[src/ipf_pkg.sv]
// ipf_pkg: shared types, codes and constants of the ipv4 source address filter
// used by every module under src; depends on nothing
package ipf_pkg;

	// field widths of the word fixed by the frame format
	localparam int BYTE_W      = 8;
	localparam int ADDR_W      = 32;
	localparam int COUNT_W     = 32;
	localparam int REASON_W    = 3;
	localparam int POS_W       = 6;
	localparam int CFG_IDX_W   = 3;
	localparam int CFG_DATA_W  = 32;
	localparam int ENTRIES_W   = 3;

	// frame layout, byte offsets from the destination mac
	localparam logic [POS_W-1:0] POS_ETHER_HI = 6'd12;
	localparam logic [POS_W-1:0] POS_ETHER_LO = 6'd13;
	localparam logic [POS_W-1:0] POS_PROTO    = 6'd23;
	localparam logic [POS_W-1:0] POS_SRC_FIRST = 6'd26;
	localparam logic [POS_W-1:0] POS_SRC_LAST = 6'd29;
	localparam logic [POS_W-1:0] ETH_HDR_LEN  = 6'd14;
	localparam logic [POS_W-1:0] IP_END_LEN   = 6'd34;

	localparam logic [15:0]        ETHERTYPE_IPV4 = 16'h0800;
	localparam logic [BYTE_W-1:0]  PROTOCOL_UDP   = 8'd17;

	// configuration defaults
	localparam int                   ADDRESS_SLOTS_DEF = 4;
	localparam int                   QUEUE_DEPTH_DEF   = 4;
	localparam logic [ADDR_W-1:0]    DEFAULT_BLOCKED   = 32'hC0A80065;
	localparam logic [ENTRIES_W-1:0] DEFAULT_ENTRIES   = 3'd1;
	localparam logic [COUNT_W-1:0]   DEFAULT_THRESHOLD = 32'd8;
	localparam logic [COUNT_W-1:0]   COUNT_MAX         = '1;

	// register indexes
	localparam logic [CFG_IDX_W-1:0] CFG_BLOCKED_0 = 3'd0;
	localparam logic [CFG_IDX_W-1:0] CFG_ENTRIES   = 3'd4;
	localparam logic [CFG_IDX_W-1:0] CFG_THRESHOLD = 3'd5;

	// reason codes
	localparam logic [REASON_W-1:0] REASON_SHORT    = 3'd0;
	localparam logic [REASON_W-1:0] REASON_NOT_IPV4 = 3'd1;
	localparam logic [REASON_W-1:0] REASON_NOT_UDP  = 3'd2;
	localparam logic [REASON_W-1:0] REASON_NO_MATCH = 3'd3;
	localparam logic [REASON_W-1:0] REASON_PASSED   = 3'd4;
	localparam logic [REASON_W-1:0] REASON_DROPPED  = 3'd5;

	// frame class decided by the parser
	typedef enum logic [1:0] {
		KIND_SHORT,
		KIND_NOT_IPV4,
		KIND_NOT_UDP,
		KIND_CHECK
	} frame_kind_t;

	typedef struct packed {
		frame_kind_t       kind;
		logic [ADDR_W-1:0] src_addr;
	} frame_rec_t;

	typedef struct packed {
		logic [BYTE_W-1:0] packet_byte;
		logic              last_byte;
	} in_word_t;

	typedef struct packed {
		logic                verdict;
		logic [REASON_W-1:0] reason;
		logic [COUNT_W-1:0]  match_total;
	} out_word_t;

endpackage

[src/ipf_front.sv]
// ipf_front: byte parser; captures header fields and classifies each frame
// depends on ipf_pkg
module ipf_front (
	input  logic              clk,
	input  logic              arst_n,
	input  logic              accept,
	input  ipf_pkg::in_word_t word,
	output logic              rec_push,
	output ipf_pkg::frame_rec_t rec
);
	import ipf_pkg::*;

	logic [POS_W-1:0]  pos_q;
	logic [15:0]       ether_q;
	logic [BYTE_W-1:0] proto_q;
	logic [ADDR_W-1:0] src_q;
	logic [POS_W-1:0]  pos_next;
	logic [15:0]       ether_now;

	// byte position, saturating at the end of the ip header
	always_comb begin
		pos_next = (pos_q < IP_END_LEN) ? pos_q + 1'b1 : pos_q;
	end

	always_ff @(posedge clk or negedge arst_n) begin
		if (!arst_n) begin
			pos_q <= '0;
		end else if (accept) begin
			pos_q <= word.last_byte ? '0 : pos_next;
		end
	end

	// header field capture
	always_ff @(posedge clk) begin
		if (accept) begin
			if (pos_q == POS_ETHER_HI || pos_q == POS_ETHER_LO) begin
				ether_q <= {ether_q[7:0], word.packet_byte};
			end else if (pos_q == POS_PROTO) begin
				proto_q <= word.packet_byte;
			end else if (pos_q >= POS_SRC_FIRST && pos_q <= POS_SRC_LAST) begin
				src_q <= {src_q[ADDR_W-BYTE_W-1:0], word.packet_byte};
			end
		end
	end

	// classification on the final byte, ethertype may finish on this byte
	always_comb begin
		ether_now = (pos_q == POS_ETHER_LO) ? {ether_q[7:0], word.packet_byte} : ether_q;
		rec_push = accept && word.last_byte;
		rec.src_addr = src_q;
		if (pos_next < ETH_HDR_LEN) begin
			rec.kind = KIND_SHORT;
		end else if (ether_now != ETHERTYPE_IPV4) begin
			rec.kind = KIND_NOT_IPV4;
		end else if (pos_next < IP_END_LEN) begin
			rec.kind = KIND_SHORT;
		end else if (proto_q != PROTOCOL_UDP) begin
			rec.kind = KIND_NOT_UDP;
		end else begin
			rec.kind = KIND_CHECK;
		end
	end

endmodule

[src/ipf_queue.sv]
// ipf_queue: short first-in first-out queue of frame records
// depends on ipf_pkg
module ipf_queue #(
	parameter int DEPTH = ipf_pkg::QUEUE_DEPTH_DEF
) (
	input  logic                clk,
	input  logic                arst_n,
	input  logic                wr_en,
	input  ipf_pkg::frame_rec_t wr_data,
	output logic                full,
	input  logic                rd_en,
	output ipf_pkg::frame_rec_t rd_data,
	output logic                empty
);
	import ipf_pkg::*;

	localparam int PTR_W = (DEPTH > 1) ? $clog2(DEPTH) : 1;
	localparam int CNT_W = $clog2(DEPTH + 1);
	localparam logic [PTR_W-1:0] PTR_LAST = PTR_W'(DEPTH - 1);
	localparam logic [CNT_W-1:0] CNT_FULL = CNT_W'(DEPTH);

	frame_rec_t       mem_q [DEPTH];
	logic [PTR_W-1:0] wr_ptr_q;
	logic [PTR_W-1:0] rd_ptr_q;
	logic [CNT_W-1:0] count_q;
	logic             do_wr;
	logic             do_rd;

	assign full    = (count_q == CNT_FULL);
	assign empty   = (count_q == '0);
	assign do_wr   = wr_en && !full;
	assign do_rd   = rd_en && !empty;
	assign rd_data = mem_q[rd_ptr_q];

	// pointers and fill count
	always_ff @(posedge clk or negedge arst_n) begin
		if (!arst_n) begin
			wr_ptr_q <= '0;
			rd_ptr_q <= '0;
			count_q  <= '0;
		end else begin
			if (do_wr) begin
				wr_ptr_q <= (wr_ptr_q == PTR_LAST) ? '0 : wr_ptr_q + 1'b1;
			end
			if (do_rd) begin
				rd_ptr_q <= (rd_ptr_q == PTR_LAST) ? '0 : rd_ptr_q + 1'b1;
			end
			if (do_wr && !do_rd) begin
				count_q <= count_q + 1'b1;
			end else if (do_rd && !do_wr) begin
				count_q <= count_q - 1'b1;
			end
		end
	end

	// storage
	always_ff @(posedge clk) begin
		if (do_wr) begin
			mem_q[wr_ptr_q] <= wr_data;
		end
	end

	a_count_bound: assert property (@(posedge clk) disable iff (!arst_n)
		count_q <= CNT_FULL)
		else $error("queue fill count beyond depth");

	a_count_up: assert property (@(posedge clk) disable iff (!arst_n)
		(do_wr && !do_rd) |=> (count_q == $past(count_q) + 1'b1))
		else $error("queue count did not rise on write");

	a_count_down: assert property (@(posedge clk) disable iff (!arst_n)
		(do_rd && !do_wr) |=> (count_q == $past(count_q) - 1'b1))
		else $error("queue count did not fall on read");

endmodule

[src/ipf_back.sv]
// ipf_back: address compare, match counter and result register
// depends on ipf_pkg; holds the configuration registers
module ipf_back #(
	parameter int ADDRESS_SLOTS = ipf_pkg::ADDRESS_SLOTS_DEF
) (
	input  logic                                clk,
	input  logic                                arst_n,
	input  logic                                cfg_write,
	input  logic [ipf_pkg::CFG_IDX_W-1:0]       cfg_index,
	input  logic [ipf_pkg::CFG_DATA_W-1:0]      cfg_data,
	input  logic                                rec_avail,
	input  ipf_pkg::frame_rec_t                 rec,
	output logic                                rec_pop,
	output logic                                empty,
	input  logic                                pop,
	output ipf_pkg::out_word_t                  result
);
	import ipf_pkg::*;

	logic [ADDR_W-1:0]    blocked_q [ADDRESS_SLOTS];
	logic [ENTRIES_W-1:0] entries_q;
	logic [COUNT_W-1:0]   threshold_q;

	logic                 valid_s1;
	frame_kind_t          kind_s1;
	logic                 hit_s1;
	logic                 valid_s2;
	out_word_t            res_s2;
	logic [COUNT_W-1:0]   counter_q;

	logic [ADDRESS_SLOTS-1:0] slot_hit;
	logic                 load_s1;
	logic                 load_s2;
	logic [COUNT_W-1:0]   count_inc;

	// configuration registers
	always_ff @(posedge clk or negedge arst_n) begin
		if (!arst_n) begin
			for (int i = 0; i < ADDRESS_SLOTS; i++) begin
				blocked_q[i] <= (i == 0) ? DEFAULT_BLOCKED : '0;
			end
			entries_q   <= DEFAULT_ENTRIES;
			threshold_q <= DEFAULT_THRESHOLD;
		end else if (cfg_write) begin
			for (int i = 0; i < ADDRESS_SLOTS; i++) begin
				if (cfg_index == CFG_BLOCKED_0 + CFG_IDX_W'(i)) begin
					blocked_q[i] <= cfg_data[ADDR_W-1:0];
				end
			end
			if (cfg_index == CFG_ENTRIES) begin
				entries_q <= cfg_data[ENTRIES_W-1:0];
			end
			if (cfg_index == CFG_THRESHOLD) begin
				threshold_q <= cfg_data[COUNT_W-1:0];
			end
		end
	end

	// handshake between stages
	assign load_s2 = valid_s1 && (!valid_s2 || pop);
	assign load_s1 = !valid_s1 || load_s2;
	assign rec_pop = rec_avail && load_s1;
	assign empty   = !valid_s2;
	assign result  = res_s2;

	// compare against the blocked addresses in use
	always_comb begin
		for (int i = 0; i < ADDRESS_SLOTS; i++) begin
			slot_hit[i] = (blocked_q[i] == rec.src_addr) && (ENTRIES_W'(i) < entries_q);
		end
	end

	// stage 1: class and match flag
	always_ff @(posedge clk or negedge arst_n) begin
		if (!arst_n) begin
			valid_s1 <= 1'b0;
		end else if (load_s1) begin
			valid_s1 <= rec_avail;
		end
	end

	always_ff @(posedge clk) begin
		if (rec_pop) begin
			kind_s1 <= rec.kind;
			hit_s1  <= |slot_hit;
		end
	end

	// saturating increment of the match counter
	assign count_inc = (counter_q == COUNT_MAX) ? counter_q : counter_q + 1'b1;

	// stage 2: counter update and result word
	always_ff @(posedge clk or negedge arst_n) begin
		if (!arst_n) begin
			valid_s2  <= 1'b0;
			counter_q <= '0;
		end else begin
			if (load_s2) begin
				valid_s2 <= 1'b1;
				if (kind_s1 == KIND_CHECK && hit_s1) begin
					counter_q <= count_inc;
				end
			end else if (pop) begin
				valid_s2 <= 1'b0;
			end
		end
	end

	always_ff @(posedge clk) begin
		if (load_s2) begin
			res_s2.verdict     <= 1'b0;
			res_s2.match_total <= counter_q;
			case (kind_s1)
				KIND_SHORT:    res_s2.reason <= REASON_SHORT;
				KIND_NOT_IPV4: res_s2.reason <= REASON_NOT_IPV4;
				KIND_NOT_UDP:  res_s2.reason <= REASON_NOT_UDP;
				KIND_CHECK: begin
					if (!hit_s1) begin
						res_s2.reason <= REASON_NO_MATCH;
					end else begin
						res_s2.match_total <= count_inc;
						if (count_inc < threshold_q) begin
							res_s2.reason <= REASON_PASSED;
						end else begin
							res_s2.reason  <= REASON_DROPPED;
							res_s2.verdict <= 1'b1;
						end
					end
				end
				default:       res_s2.reason <= REASON_SHORT;
			endcase
		end
	end

	a_count_moves_on_match: assert property (@(posedge clk) disable iff (!arst_n)
		(counter_q != $past(counter_q)) |-> $past(load_s2 && hit_s1 && kind_s1 == KIND_CHECK))
		else $error("match counter moved without a matched word");

	a_drop_reason: assert property (@(posedge clk) disable iff (!arst_n)
		(valid_s2 && res_s2.verdict) |-> (res_s2.reason == REASON_DROPPED))
		else $error("drop verdict without dropped reason");

	a_total_tracks_counter: assert property (@(posedge clk) disable iff (!arst_n)
		$past(load_s2) |-> (res_s2.match_total == counter_q))
		else $error("result total differs from match counter");

endmodule

[src/udp_source_address_blocker_top.sv]
// udp_source_address_blocker_top: one byte per cycle in, one verdict word per frame out.
// A frame's record goes via the queue and back end registers; a held result stalls it.
// Throughput: one byte per cycle unless full, one frame record per cycle unless stalled.
// Reset: arst_n clears positions, queue, counter and restores register defaults.
// depends on ipf_pkg, ipf_front, ipf_queue, ipf_back
module udp_source_address_blocker_top #(
	parameter int ADDRESS_SLOTS = ipf_pkg::ADDRESS_SLOTS_DEF
) (
	input  logic                           clk,
	input  logic                           arst_n,
	input  logic                           push,
	output logic                           full,
	input  ipf_pkg::in_word_t              item,
	output logic                           empty,
	input  logic                           pop,
	output ipf_pkg::out_word_t             result,
	input  logic                           cfg_write,
	input  logic [ipf_pkg::CFG_IDX_W-1:0]  cfg_index,
	input  logic [ipf_pkg::CFG_DATA_W-1:0] cfg_data
);
	import ipf_pkg::*;

	logic       accept;
	logic       rec_push;
	frame_rec_t rec_in;
	frame_rec_t rec_out;
	logic       q_empty;
	logic       rec_pop;

	assign accept = push && !full;

	// parser
	ipf_front u_front (
		.clk      (clk),
		.arst_n   (arst_n),
		.accept   (accept),
		.word     (item),
		.rec_push (rec_push),
		.rec      (rec_in)
	);

	// record queue between parser and decision logic
	ipf_queue #(
		.DEPTH (QUEUE_DEPTH_DEF)
	) u_queue (
		.clk     (clk),
		.arst_n  (arst_n),
		.wr_en   (rec_push),
		.wr_data (rec_in),
		.full    (full),
		.rd_en   (rec_pop),
		.rd_data (rec_out),
		.empty   (q_empty)
	);

	// decision logic and result register
	ipf_back #(
		.ADDRESS_SLOTS (ADDRESS_SLOTS)
	) u_back (
		.clk       (clk),
		.arst_n    (arst_n),
		.cfg_write (cfg_write),
		.cfg_index (cfg_index),
		.cfg_data  (cfg_data),
		.rec_avail (!q_empty),
		.rec       (rec_out),
		.rec_pop   (rec_pop),
		.empty     (empty),
		.pop       (pop),
		.result    (result)
	);

endmodule

[config.mk]
export PLATFORM = sky130hd
export DESIGN_NAME = udp_source_address_blocker_top
export DESIGN_NICKNAME = d
export VERILOG_FILES = /design/src/ipf_pkg.sv /design/src/ipf_front.sv /design/src/ipf_queue.sv /design/src/ipf_back.sv /design/src/udp_source_address_blocker_top.sv
export SDC_FILE = /design/constraint.sdc
export NUM_CORES = 1
export LEC_CHECK = 0
export BUFFER_PORTS_ARGS = -buffer_cell sky130_fd_sc_hd__buf_4
export CELL_PAD_IN_SITES_DETAIL_PLACEMENT = 0
export CELL_PAD_IN_SITES_GLOBAL_PLACEMENT = 1
export CORE_MARGIN = 10
export CORE_UTILIZATION = 39
export CTS_BUF_LIST = sky130_fd_sc_hd__clkbuf_8
export DETAILED_ROUTE_END_ITERATION = 8
export PLACE_DENSITY_LB_ADDON = 0.1
export SYNTH_ARGS = -nofsm -noshare
export SYNTH_HDL_FRONTEND = slang
export SYNTH_SLANG_ARGS = --single-unit
[constraint.sdc]
create_clock -name clk -period 4.65 [get_ports clk]
set_clock_uncertainty 0.1 [all_clocks]
set_input_delay 1.1625 -clock clk [delete_from_list [all_inputs] [get_ports clk]]
set_output_delay 1.1625 -clock clk [all_outputs]
set_load 0.01 [all_outputs]
==> results of run 1 <==
-- worst max path at each step --
stage / start / end / cells past startpoint
5_1_grt: u_back.counter_q[14]$_DFFE_PN0P_ / u_back.result[32]$_DFFE_PP_ / 14
6_report: u_back.counter_q[14]$_DFFE_PN0P_ / u_back.result[32]$_DFFE_PP_ / 12
4_1_cts: u_back.counter_q[26]$_DFFE_PN0P_ / u_back.result[32]$_DFFE_PP_ / 13
2_1_floorplan: push / u_front.src_q[0]$_DFFE_PP_ / 4
3_3_place_gp: u_back.counter_q[28]$_DFFE_PN0P_ / u_back.result[32]$_DFFE_PP_ / 13
3_5_place_dp: u_back.counter_q[26]$_DFFE_PN0P_ / u_back.result[32]$_DFFE_PP_ / 13
-- power groups by stage --
stage	logic (mW)	registers, mW	clock network, mW
floorplan	2.43	5.09	0
global placement	3.57	5.32	0
detailed placement	3.56	5.34	0
CTS	3.58	5.27	3.69
global route	3.83	5.34	3.87
finish	3.54	5.26	3.57
-- state kept, by name (all words and copies together) (netlist names) --
register,cells
u_queue.mem_q,136
u_back.blocked_q,128
u_back.result,36
u_back.counter_q,32
u_back.threshold_q,32
u_front.src_q,32
u_front.ether_q,16
u_front.proto_q,8
u_front.pos_q,6
u_back.entries_q,3
u_queue.count_q,3
u_back.kind_s1,2
u_queue.rd_ptr_q,2
u_queue.wr_ptr_q,2
u_back.hit_s1,1
u_back.valid_s1,1
u_back.valid_s2,1
-- repair_timing --
action	4_1_cts	5_1_grt
endpoints found under the setup margin	0	2
buffers inserted	0	0
resized for setup	0	3
-- synthesized netlist by cell type (all sizes together) (10+ instances only) --
master,instances
edfxtp,231
dfrtp,199
mux2,172
xnor2,104
xor2,96
nor2,69
nand2,63
mux2i,57
inv,53
ha,41
nand4,34
o21ai,32
buf,31
clkbuf,31
a21oi,25
mux4,25
nand3,24
nor4,19
nor3,18
o22ai,15
dfstp,11
and3,10
-- stage by stage --
step / area (um^2) / setup slack [ns] / std cells
after floorplan: 20500 / 0.221 / 1479
after detailed placement: 22000 / 0.139 / 2215
after CTS: 23600 / 0.0818 / 2355
after global placement: 22000 / 0.250 / 2215
after global routing: 23600 / 0.0383 / 2355
final: 23600 / 0.259 / 2355
-- layout make-up --
type                       count  area (um^2)  share of cell area (%)
tap                          688          861                    3.65
multi-input combinational    923         7900                    33.5
clock inverter                48          274                    1.16
inverter                      53          199                   0.844
clock buffer                  92         1270                    5.37
timing repair buffer         110          871                    3.69
sequential                   441        12200                    51.8
-- worst reg2reg max path, stage by stage (launching register included) --
cell	delay, ns
dfrtp_1	0.47
and4_1	0.31
and2_0	0.28
a41o_1	0.36
nor4_4	0.55
and3_1	0.31
xor2_1	0.11
ha_1	0.30
nand4_1	0.12
or3_1	0.39
nor3_1	0.35
o211ai_1	0.26
a41oi_1	0.29
-- logic make-up (layout without fill, tap and decap cells) --
logic type	after synthesis	after routing	share of synthesized area, %
multiplexers	254	254	15.1
buffers and inverters	115	303	2.49
XOR/XNOR	200	200	8.52
AO/OA/AOI/OAI	139	139	4.58
flip-flops	441	441	59.4
AND/OR/NAND/NOR	288	288	7.37
adder cells (fa/ha/maj)	42	42	2.59
-- routing by layer --
layer | routed length (um) | GRT usage, %
met5 | 0 | 0
met4 | 1580 | 5.75
met3 | 2600 | 3.83
met2 | 26700 | 28.6
met1 | 25700 | 24.2
==> metrics.md, run 1 <==
| Metric | Value |
|---|---|
| Top Ports | 87 |
| F_max | 228 MHz |
| CP delay by family, top | simple AND/OR/NAND/NOR gates |
| Startpoint types | register |
| Vias | 12300 |
| Relative slew slack | 21.6% |
| Die H | 250 um |
| Max stage delay on crit path | 0.55 ns |
| Max-cap viol count | 0 |
| Deepest clock path buffer count | 3 |
| Clock Pin Slew Worst Setup and Hold Paths | 0.06 ns |
| Placer Congestion | 0.854 |
| Area leader, netlist | edfxtp_1 |
| Vias per cell | 5.22 |
| Starting Density | 39.3% |
| Period minus WS final | 4.39 ns |
| FF-to-FF Start | u_back.counter_q[14]$_DFFE_PN0P_ |
| Syn Nets | 1570 |
| Pwr dens | 524 nW/um^2 |
| Post-synth top flop | edfxtp_1 |
| Share of layout cells above drive strength 1 | 26.9% |
| Remaining Overflow, GRT | 0 |
| N_diodes | 0 |
| Critical-path top delay cell | nor4_4 |
| Total chip power | 12.4 mW |
| CTS tree | done |
| Synth warn | 0 |
| Initial antenna violation count | 4 |
| Status | completed |
| Final-layout fill cell count | 4804 |
| Hold Fails Final Rpt | 0 |
| Crit Path Class | register to register |
| Distinct cells, synth | 78 |
| Commonest non-fill, non-tap cell in the layout | edfxtp_1 |
| R2R Setup Slk | 0.26 ns |
| DIE AREA | 62300 um^2 |
| First-pass GRT wire length | 84200 um |
| RSZ-0062 raised after global routing | no |
| Crit. End Element | register |
| Overall routing resource usage | 18.0% |
| Vias in the first global route | 12700 |
| Hold-fix buffers, CTS | 0 |
| Critical path cell sequence | and4_1, and2_0, a41o_1, nor4_4, and3_1, xor2_1, ha_1, nand4_1, or3_1, nor3_1, o211ai_1, a41oi_1 |
| Hold Crit Class | register to register |
| CP required | 5.03 ns |
| Hold Path Origin | u_front.ether_q[0]$_DFFE_PP_ |
| Critical path fanouts, max | 7 |
| Hold depth | 0 |
| Cts bufs inserted | 79 |
| EDFF count, synth | 231 |
| P_leak | 9.56 nW |
| Worst reg2reg path depth | 12 |
| Num rows | 84 |
| Fin util | 45.0% |
| Total iterations of the first detailed-routing run | 5 |
| H-tree depth | 3 |
| Worst Tran Pin Value | 1.17 ns |
| Mapped Area | 20500 um^2 |
| Peak supply drop | 0.259 mV |
| Fin. max-slew vios | 0 |
| Synthesis-stage register bit count | 441 |
| Dominant cells by area after synthesis | edfxtp_1, dfrtp_1, mux2_2 |
| Psw | 4.19 mW |
| Setup TNS | 0 ns |
| Chip Width | 250 um |
| Crit path buffers/inverters | 0 |
| Commonest cells after routing, fill and taps aside | edfxtp_1, dfrtp_1, mux2_2 |
| Sequential share of power | 42.6% |
| Pint | 8.17 mW |
| Final setup fails | 0 |
| # nets final | 1699 |
| CORE AREA | 52300 um^2 |
| Layout area overhead | 14.7% |
| Synth top area share | 33.8% |
| R2r endpoint | u_back.result[32]$_DFFE_PP_ |
| Hold Slack | 0.346 ns |
| Routed len/inst | 24.0 um |
| Clk sinks | 441 |
| Largest net degree at the start of global routing | 84 |
| Routed Wire Length | 56600 um |
| Tcrit/Tclk final | 94.4% |
| Number of remaining DRC errors | 0 |
| Initial DRC count | 806 |
| Antenna viol nets, final | 0 |
| I/O Buffers | 86 |
| Mapped Cells | 1479 |
| Switching portion of total power | 33.9% |
| Worst EP arrival | 4.77 ns |
| Post-synth ARST share | 47.6% |
| Register area share after synthesis | 59.4% |
| Synthesized area per cell | 13.9 um^2 |
| Worst-Skew Late Latency | 0.66 ns |
| Combinational share of power | 28.6% |
| Root buf cell | clkbuf_8 |
| Clock power frac | 28.8% |
| Min-Delay Endpoint | u_front.ether_q[8]$_DFFE_PP_ |
| Detailed Place HPWL | 40800 um |
(Power assumes the default switching activity.)
==> run 2: changes to the inputs <==
Clock period 4.65 ns to 4.7 ns, I/O delays scaled along.
==> run 2 against run 1 <==
- total power shrank 1.7%
- first-iteration DRC count shrank 7.8%
- sequential share of layout area is essentially flat
- via count grew 0.46%
- worst hold slack gained 0.0088 ns
- wire length shrank 0.42%
- global-route usage shrank 0.070 points
- cell area is essentially flat
- clock-buffer cell count shrank 1
- sequential power shrank 1%
- utilization is essentially flat
- critical path type unchanged
- largest cell class unchanged
- largest power group unchanged
==> metrics.md, run 2 (synthesis results as in run 1) <==
| Metric | Value |
|---|---|
| Min-Delay Endpoint | u_front.ether_q[14]$_DFFE_PP_ (was u_front.ether_q[8]$_DFFE_PP_) |
| Clock Pin Slew Worst Setup and Hold Paths | 0.07 ns (was 0.06 ns) |
| Routed wl met3 | 2260 um (was 2600 um) |
| RSZ-0062 raised after global routing | no (unchanged) |
| Setup TNS | 0 ns (unchanged) |
| Commonest cells after routing, fill and taps aside | edfxtp_1, dfrtp_1, mux2_2 (unchanged) |
| Routed met2 length | 26900 um (was 26700 um) |
| Vias in the first global route | 12800 (was 12700) |
| Remaining Overflow, GRT | 0 (unchanged) |
| Clk sinks | 441 (unchanged) |
| CTS tree | done (unchanged) |
| Detailed Place HPWL | 40700 um (was 40800 um) |
| Most flop-heavy register | u_queue.mem_q (unchanged) |
| Deepest clock path buffer count | 3 (unchanged) |
| Peak supply drop | 0.228 mV (was 0.259 mV) |
| Status | completed (unchanged) |
| FF-to-FF Start | u_back.counter_q[14]$_DFFE_PN0P_ (unchanged) |
| Period minus WS final | 4.30 ns (was 4.39 ns) |
| Postcts setup bufs | 0 (unchanged) |
| Startpoint types | register (unchanged) |
| Critical-path top delay cell | dfrtp_1 (was nor4_4) |
| Num rows | 84 (unchanged) |
| Max stage delay on crit path | 0.47 ns (was 0.55 ns) |
| Crit path buffers/inverters | 0 (unchanged) |
| Cts bufs inserted | 79 (unchanged) |
| Worst EP arrival | 4.57 ns (was 4.77 ns) |
| Worst Tran Pin Value | 1.14 ns (was 1.17 ns) |
| Tcrit/Tclk final | 91.5% (was 94.4%) |
| Die H | 250 um (unchanged) |
| Switching portion of total power | 33.7% (was 33.9%) |
| # nets final | 1699 (unchanged) |
| Total iterations of the first detailed-routing run | 7 (was 5) |
| Pint | 8.06 mW (was 8.17 mW) |
| Starting Density | 39.3% (unchanged) |
| Placer Congestion | 0.844 (was 0.854) |
| Post-route met1 wirelength | 25800 um (was 25700 um) |
| CORE AREA | 52300 um^2 (unchanged) |
| Critical path cell sequence | and4_1, and2_0, a41o_1, nor3_4, nand3_1, xnor2_1, ha_1, a21o_1, a21o_1, a21oi_1, o32ai_1, or4_1, a21oi_1, a41oi_1 (was and4_1, and2_0, a41o_1, nor4_4, and3_1, xor2_1, ha_1, nand4_1, or3_1, nor3_1, o211ai_1, a41oi_1) |
| Commonest non-fill, non-tap cell in the layout | edfxtp_1 (unchanged) |
| Number of remaining DRC errors | 0 (unchanged) |
| Vias per cell | 5.23 (was 5.22) |
| Hold Fails Final Rpt | 0 (unchanged) |
| Initial antenna violation count | 2 (was 4) |
| Routed Wire Length | 56400 um (was 56600 um) |
| I/O Buffers | 86 (unchanged) |
| P_leak | 9.53 nW (was 9.56 nW) |
| Hold Path Origin | u_front.ether_q[6]$_DFFE_PP_ (was u_front.ether_q[0]$_DFFE_PP_) |
| Relative slew slack | 23.4% (was 21.6%) |
| Post_cts resized | 0 (unchanged) |
| Worst reg2reg path depth | 14 (was 12) |
| Combinational share of power | 28.6% (about the same) |
| Hold Crit Class | register to register (unchanged) |
| CP required | 4.98 ns (was 5.03 ns) |
| Overall routing resource usage | 17.9% (was 18.0%) |
| R2R Setup Slk | 0.40 ns (was 0.26 ns) |
| DIE AREA | 62300 um^2 (unchanged) |
| Worst-Skew Late Latency | 0.65 ns (was 0.66 ns) |
| Hold-fix buffers, CTS | 0 (unchanged) |
| Vias | 12400 (was 12300) |
| Crit. Startpoint | u_back.counter_q[14]$_DFFE_PN0P_ (unchanged) |
| Critical path fanouts, max | 11 (was 7) |
| Antenna viol nets, final | 0 (unchanged) |
| Crit. End Element | register (unchanged) |
| Largest net degree at the start of global routing | 93 (was 84) |
| Root buf cell | clkbuf_8 (unchanged) |
| Pwr dens | 516 nW/um^2 (was 524 nW/um^2) |
| First-pass GRT wire length | 84100 um (was 84200 um) |
| H-tree depth | 3 (unchanged) |
| Max layer used | met4 (unchanged) |
| Total chip power | 12.1 mW (was 12.4 mW) |
| Hold depth | 0 (unchanged) |
| Final setup fails | 0 (unchanged) |
| Clock power frac | 28.5% (was 28.8%) |
| Fin. max-slew vios | 0 (unchanged) |
| Crit Path Class | register to register (unchanged) |
| Routed len/inst | 23.9 um (was 24.0 um) |
| Fin util | 45.0% (about the same) |
| Share of layout cells above drive strength 1 | 26.6% (was 26.9%) |
| Layout area overhead | 14.6% (was 14.7%) |
| R2r endpoint | u_back.result[32]$_DFFE_PP_ (unchanged) |
| Psw | 4.09 mW (was 4.19 mW) |
| Chip Width | 250 um (unchanged) |
| Initial DRC count | 743 (was 806) |
| Top Ports | 87 (unchanged) |
| F_max | 233 MHz (was 228 MHz) |
| Max-cap viol count | 0 (unchanged) |
| CP delay by family, top | simple AND/OR/NAND/NOR gates (unchanged) |
| Max FFs per register | 136 (unchanged) |
| Sequential share of power | 42.8% (was 42.6%) |
## run 2: cell types whose count changed in the layout (fill, tap and decap cells not counted), moves of 2 or more
cell / change
inv_1: +6
clkinvlp_4: +5
inv_6: -4
clkinv_1: +2
clkinv_2: -2
## run 2: through the flow
step	cells	worst slack (ns)	hold slack (ns)	area [um^2]
after global placement	2215	0.297	0.340	22000
after detailed placement	2215	0.177	0.336	22000
after floorplan	1479	0.258	0.327	20500
final	2361	0.402	0.355	23600
after CTS	2360	0.120	0.349	23500
after global routing	2360	0.0900	0.363	23600
## run 2: per-layer routing
layer	vias up	track usage, %
met3	76	3.39
met1	6303	23.6
li1	5716	-
met4	0	6.60
met5	-	0
met2	263	29.0
## run 2: area by class of cell
class / instances / area, um^2
antenna: 1 / 2.50
clock buffer: 91 / 1250
multi-input combinational: 923 / 7890
tap: 688 / 861
timing repair buffer: 110 / 858
inverter: 53 / 199
clock inverter: 54 / 285
sequential: 441 / 12200
fill: 4782 / 28800
## run 2: worst max path at each step
| stage | end | slack (ns) | cells after the start |
|---|---|---|---|
| 2_1_floorplan | u_front.src_q[0]$_DFFE_PP_ | 0.26 | 4 |
| 3_3_place_gp | u_back.result[32]$_DFFE_PP_ | 0.30 | 14 |
| 3_5_place_dp | u_back.result[32]$_DFFE_PP_ | 0.18 | 13 |
| 4_1_cts | u_back.result[32]$_DFFE_PP_ | 0.12 | 13 |
| 5_1_grt | u_back.result[32]$_DFFE_PP_ | 0.09 | 14 |
| 6_report | u_back.result[32]$_DFFE_PP_ | 0.40 | 14 |
## run 2: power by group through the flow
stage | Clock [mW] | Sequential [mW] | Combinational [mW]
global placement | 0 | 5.26 | 3.51
floorplan | 0 | 5.04 | 2.40
finish | 3.47 | 5.20 | 3.48
global route | 3.78 | 5.29 | 3.75
detailed placement | 0 | 5.28 | 3.51
CTS | 3.59 | 5.21 | 3.53
## run 2: worst register-to-register path, delay by kind of cell, from the launching register on
family                     cells  cell delay, ns
DFF                            1            0.47
and+or+nand+nor                5            1.69
xor gates and xnor gates       1            0.19
adders and majority gates      1            0.29
AOI/OAI and AO/OA              7            1.31
==> run 3: changes to the inputs <==
Settings changed: BUFFER_PORTS_ARGS -buffer_cell sky130_fd_sc_hd__buf_4 to default, DONT_BUFFER_PORTS from default to 1, SLEW_MARGIN from default to 30.
==> run 3 against run 2 <==
- utilization is 1.3 points lower
- sequential power is 0.8% higher
- combinational power is 6.3% lower
- largest cell class unchanged
- critical endpoint unchanged
- worst hold slack worse by 0.24 ns
- clock power is 1% lower
- register-to-register slack worse by 0.06 ns
- die area stayed put
- clock-buffer cell count is 3 higher
- cell area is 2.9% lower
- maximum frequency is 1.4% lower
==> metrics.md, run 3 (synthesis results as in run 1) <==
| Metric | Value |
|---|---|
| Initial DRC count | 743 (unchanged) |
| Critical path fanouts, max | 9 (was 11) |
| Largest net degree at the start of global routing | 211 (was 93) |
| Overall routing resource usage | 18.1% (was 17.9%) |
| Most flop-heavy register | u_queue.mem_q (unchanged) |
| Peak supply drop | 0.179 mV (was 0.228 mV) |
| Max-cap viol count | 0 (unchanged) |
| Layout area overhead | 11.3% (was 14.6%) |
| Worst-Skew Late Latency | 0.65 ns (about the same) |
| Num rows | 84 (unchanged) |
| FF-to-FF Start | u_back.counter_q[10]$_DFFE_PN0P_ (was u_back.counter_q[14]$_DFFE_PN0P_) |
| Combinational share of power | 27.4% (was 28.6%) |
| Worst EP arrival | 4.64 ns (was 4.57 ns) |
| I/O Buffers | 0 (was 86) |
| Commonest cells after routing, fill and taps aside | edfxtp_1, dfrtp_1, mux2_2 (unchanged) |
| Routed Wire Length | 56400 um (about the same) |
| R2r endpoint | u_back.result[32]$_DFFE_PP_ (unchanged) |
| Final setup fails | 0 (unchanged) |
| Commonest non-fill, non-tap cell in the layout | edfxtp_1 (unchanged) |
| H-tree depth | 3 (unchanged) |
| Clock Pin Slew Worst Setup and Hold Paths | 0.06 ns (was 0.07 ns) |
| CORE AREA | 52300 um^2 (unchanged) |
| Period minus WS final | 4.36 ns (was 4.30 ns) |
| Sequential share of power | 44.0% (was 42.8%) |
| CP required | 4.98 ns (about the same) |
| Vias | 12000 (was 12400) |
| Starting Density | 39.3% (unchanged) |
| Clock power frac | 28.7% (was 28.5%) |
| Switching portion of total power | 33.7% (about the same) |
| Deepest clock path buffer count | 3 (unchanged) |
| Routed len/inst | 24.8 um (was 23.9 um) |
| # nets final | 1612 (was 1699) |
| Crit Path Class | register to register (unchanged) |
| Relative slew slack | 32.6% (was 23.4%) |
| Cts bufs inserted | 79 (unchanged) |
| Placer Congestion | 0.840 (was 0.844) |
| Hold Fails Final Rpt | 0 (unchanged) |
| Antenna viol nets, final | 0 (unchanged) |
| Vias in the first global route | 12800 (about the same) |
| Setup TNS | 0 ns (unchanged) |
| Pint | 7.90 mW (was 8.06 mW) |
| Chip Width | 250 um (unchanged) |
| Startpoint types | register (unchanged) |
| Total iterations of the first detailed-routing run | 6 (was 7) |
| First-pass GRT wire length | 85400 um (was 84100 um) |
| Worst reg2reg path depth | 13 (was 14) |
| Area of the multi-input gates | 7910 um^2 (was 7890 um^2) |
| Initial antenna violation count | 1 (was 2) |
| Root buf cell | clkbuf_8 (unchanged) |
| P_leak | 9.08 nW (was 9.53 nW) |
| Top Ports | 87 (unchanged) |
| Fin. max-slew vios | 0 (unchanged) |
| Crit. Startpoint | u_back.counter_q[10]$_DFFE_PN0P_ (was u_back.counter_q[14]$_DFFE_PN0P_) |
| Max FFs per register | 136 (unchanged) |
| Final-layout fill cell count | 4759 (was 4782) |
| Hold Crit Class | input pin to asynchronous set/reset pin (was register to register) |
| Remaining Overflow, GRT | 0 (unchanged) |
| Psw | 4.02 mW (was 4.09 mW) |
| Crit. End Element | register (unchanged) |
| F_max | 229 MHz (was 233 MHz) |
| CTS tree | done (unchanged) |
| DIE AREA | 62300 um^2 (unchanged) |
| Clk sinks | 441 (unchanged) |
| CP endpoint | u_back.result[32]$_DFFE_PP_ (unchanged) |
| R2R Setup Slk | 0.34 ns (was 0.40 ns) |
| Status | completed (unchanged) |
| Detailed Place HPWL | 40100 um (was 40700 um) |
| Number of remaining DRC errors | 0 (unchanged) |
| Tcrit/Tclk final | 92.8% (was 91.5%) |
| Seq. cell area | 12200 um^2 (unchanged) |
| Vias per cell | 5.26 (was 5.23) |
| Hold Slack | 0.115 ns (was 0.355 ns) |
| Die H | 250 um (unchanged) |
| Share of layout cells above drive strength 1 | 22.7% (was 26.6%) |
| Worst Tran Pin Value | 0.984 ns (was 1.14 ns) |
| Pwr dens | 521 nW/um^2 (was 516 nW/um^2) |
-- run 3: changes by cell type in the layout (fill, tap and decap cells not counted), sizes merged --
| cell | change |
|---|---|
| inv | -3 |
| clkbuf | +3 |
| diode | +1 |
| bufinv | -2 |
| clkinv | +5 |
| buf | -87 |
| clkinvlp | -4 |
-- run 3: how the worst min path moves through the flow --
stage | slack (ns) | endpoint | startpoint | cells after the start
2_1_floorplan | 0.33 | u_front.ether_q[8]$_DFFE_PP_ | u_front.ether_q[0]$_DFFE_PP_ | 0
5_1_grt | 0.06 | u_queue.wr_ptr_q[1]$_DFFE_PN0P_ | arst_n | 0
3_3_place_gp | 0.34 | u_front.ether_q[13]$_DFFE_PP_ | u_front.ether_q[5]$_DFFE_PP_ | 0
4_1_cts | 0.06 | u_back.counter_q[22]$_DFFE_PN0P_ | arst_n | 0
6_report | 0.11 | u_back.counter_q[22]$_DFFE_PN0P_ | arst_n | 0
3_5_place_dp | 0.34 | u_front.ether_q[14]$_DFFE_PP_ | u_front.ether_q[6]$_DFFE_PP_ | 0
-- run 3: metrics by stage --
| step | power [mW] | instance area [um^2] | utilization, % | worst slack, ns | cells |
|---|---|---|---|---|---|
| after floorplan | 7.44 | 20500 | - | 0.258 | 1479 |
| after global placement | 8.58 | 21300 | 40.8 | 0.292 | 2128 |
| after detailed placement | 8.58 | 21400 | 40.8 | 0.247 | 2128 |
| after CTS | 12.1 | 22900 | 43.7 | 0.221 | 2272 |
| after global routing | 12.6 | 22900 | 43.7 | -0.000451 | 2272 |
| final | 11.9 | 22900 | 43.7 | 0.340 | 2274 |
-- run 3: layout make-up --
cell class | count | share of cell area [%]
Sequential cell | 441 | 53.4
Multi-Input combinational cell | 923 | 34.6
Clock buffer | 94 | 5.65
Tap cell | 688 | 3.76
Clock inverter | 50 | 0.930
Inverter | 53 | 0.870
Timing Repair Buffer | 23 | 0.809
Antenna cell | 2 | 0.0219
-- run 3: repair_timing --
action,4_1_cts,5_1_grt
buffers inserted,0,0
hold buffers,0,0
resized for setup,0,1
endpoints found under the setup margin,0,2
-- run 3: critical path, cell delays in order (launching register included) --
cell	delay, ns
dfrtp_1	0.47
nand3_1	0.30
nor4_2	0.67
nand4_2	0.38
and2_1	0.32
nand4_1	0.18
xnor2_1	0.14
ha_1	0.27
a21oi_1	0.15
a21oi_1	0.10
a211oi_1	0.32
nand3_1	0.13
o211ai_1	0.38
a41oi_1	0.17
-- run 3: per-layer routing --
layer / part of all wire, % / vias to the layer above / GRT usage, %
met2: 48 / 235 / 29.8
met3: 4.1 / 77 / 3.93
li1: - / 5537 / -
met5: 0 / - / 0
met1: 46 / 6123 / 23.7
met4: 2.1 / 0 / 5.16
-- run 3: power by group through the flow --
stage | Combinational (mW) | Clock [mW] | Sequential, mW
after floorplan | 2.40 | 0 | 5.04
after global placement | 3.28 | 0 | 5.30
after detailed placement | 3.27 | 0 | 5.31
after CTS | 3.29 | 3.55 | 5.25
after global routing | 3.52 | 3.73 | 5.33
final | 3.26 | 3.42 | 5.24
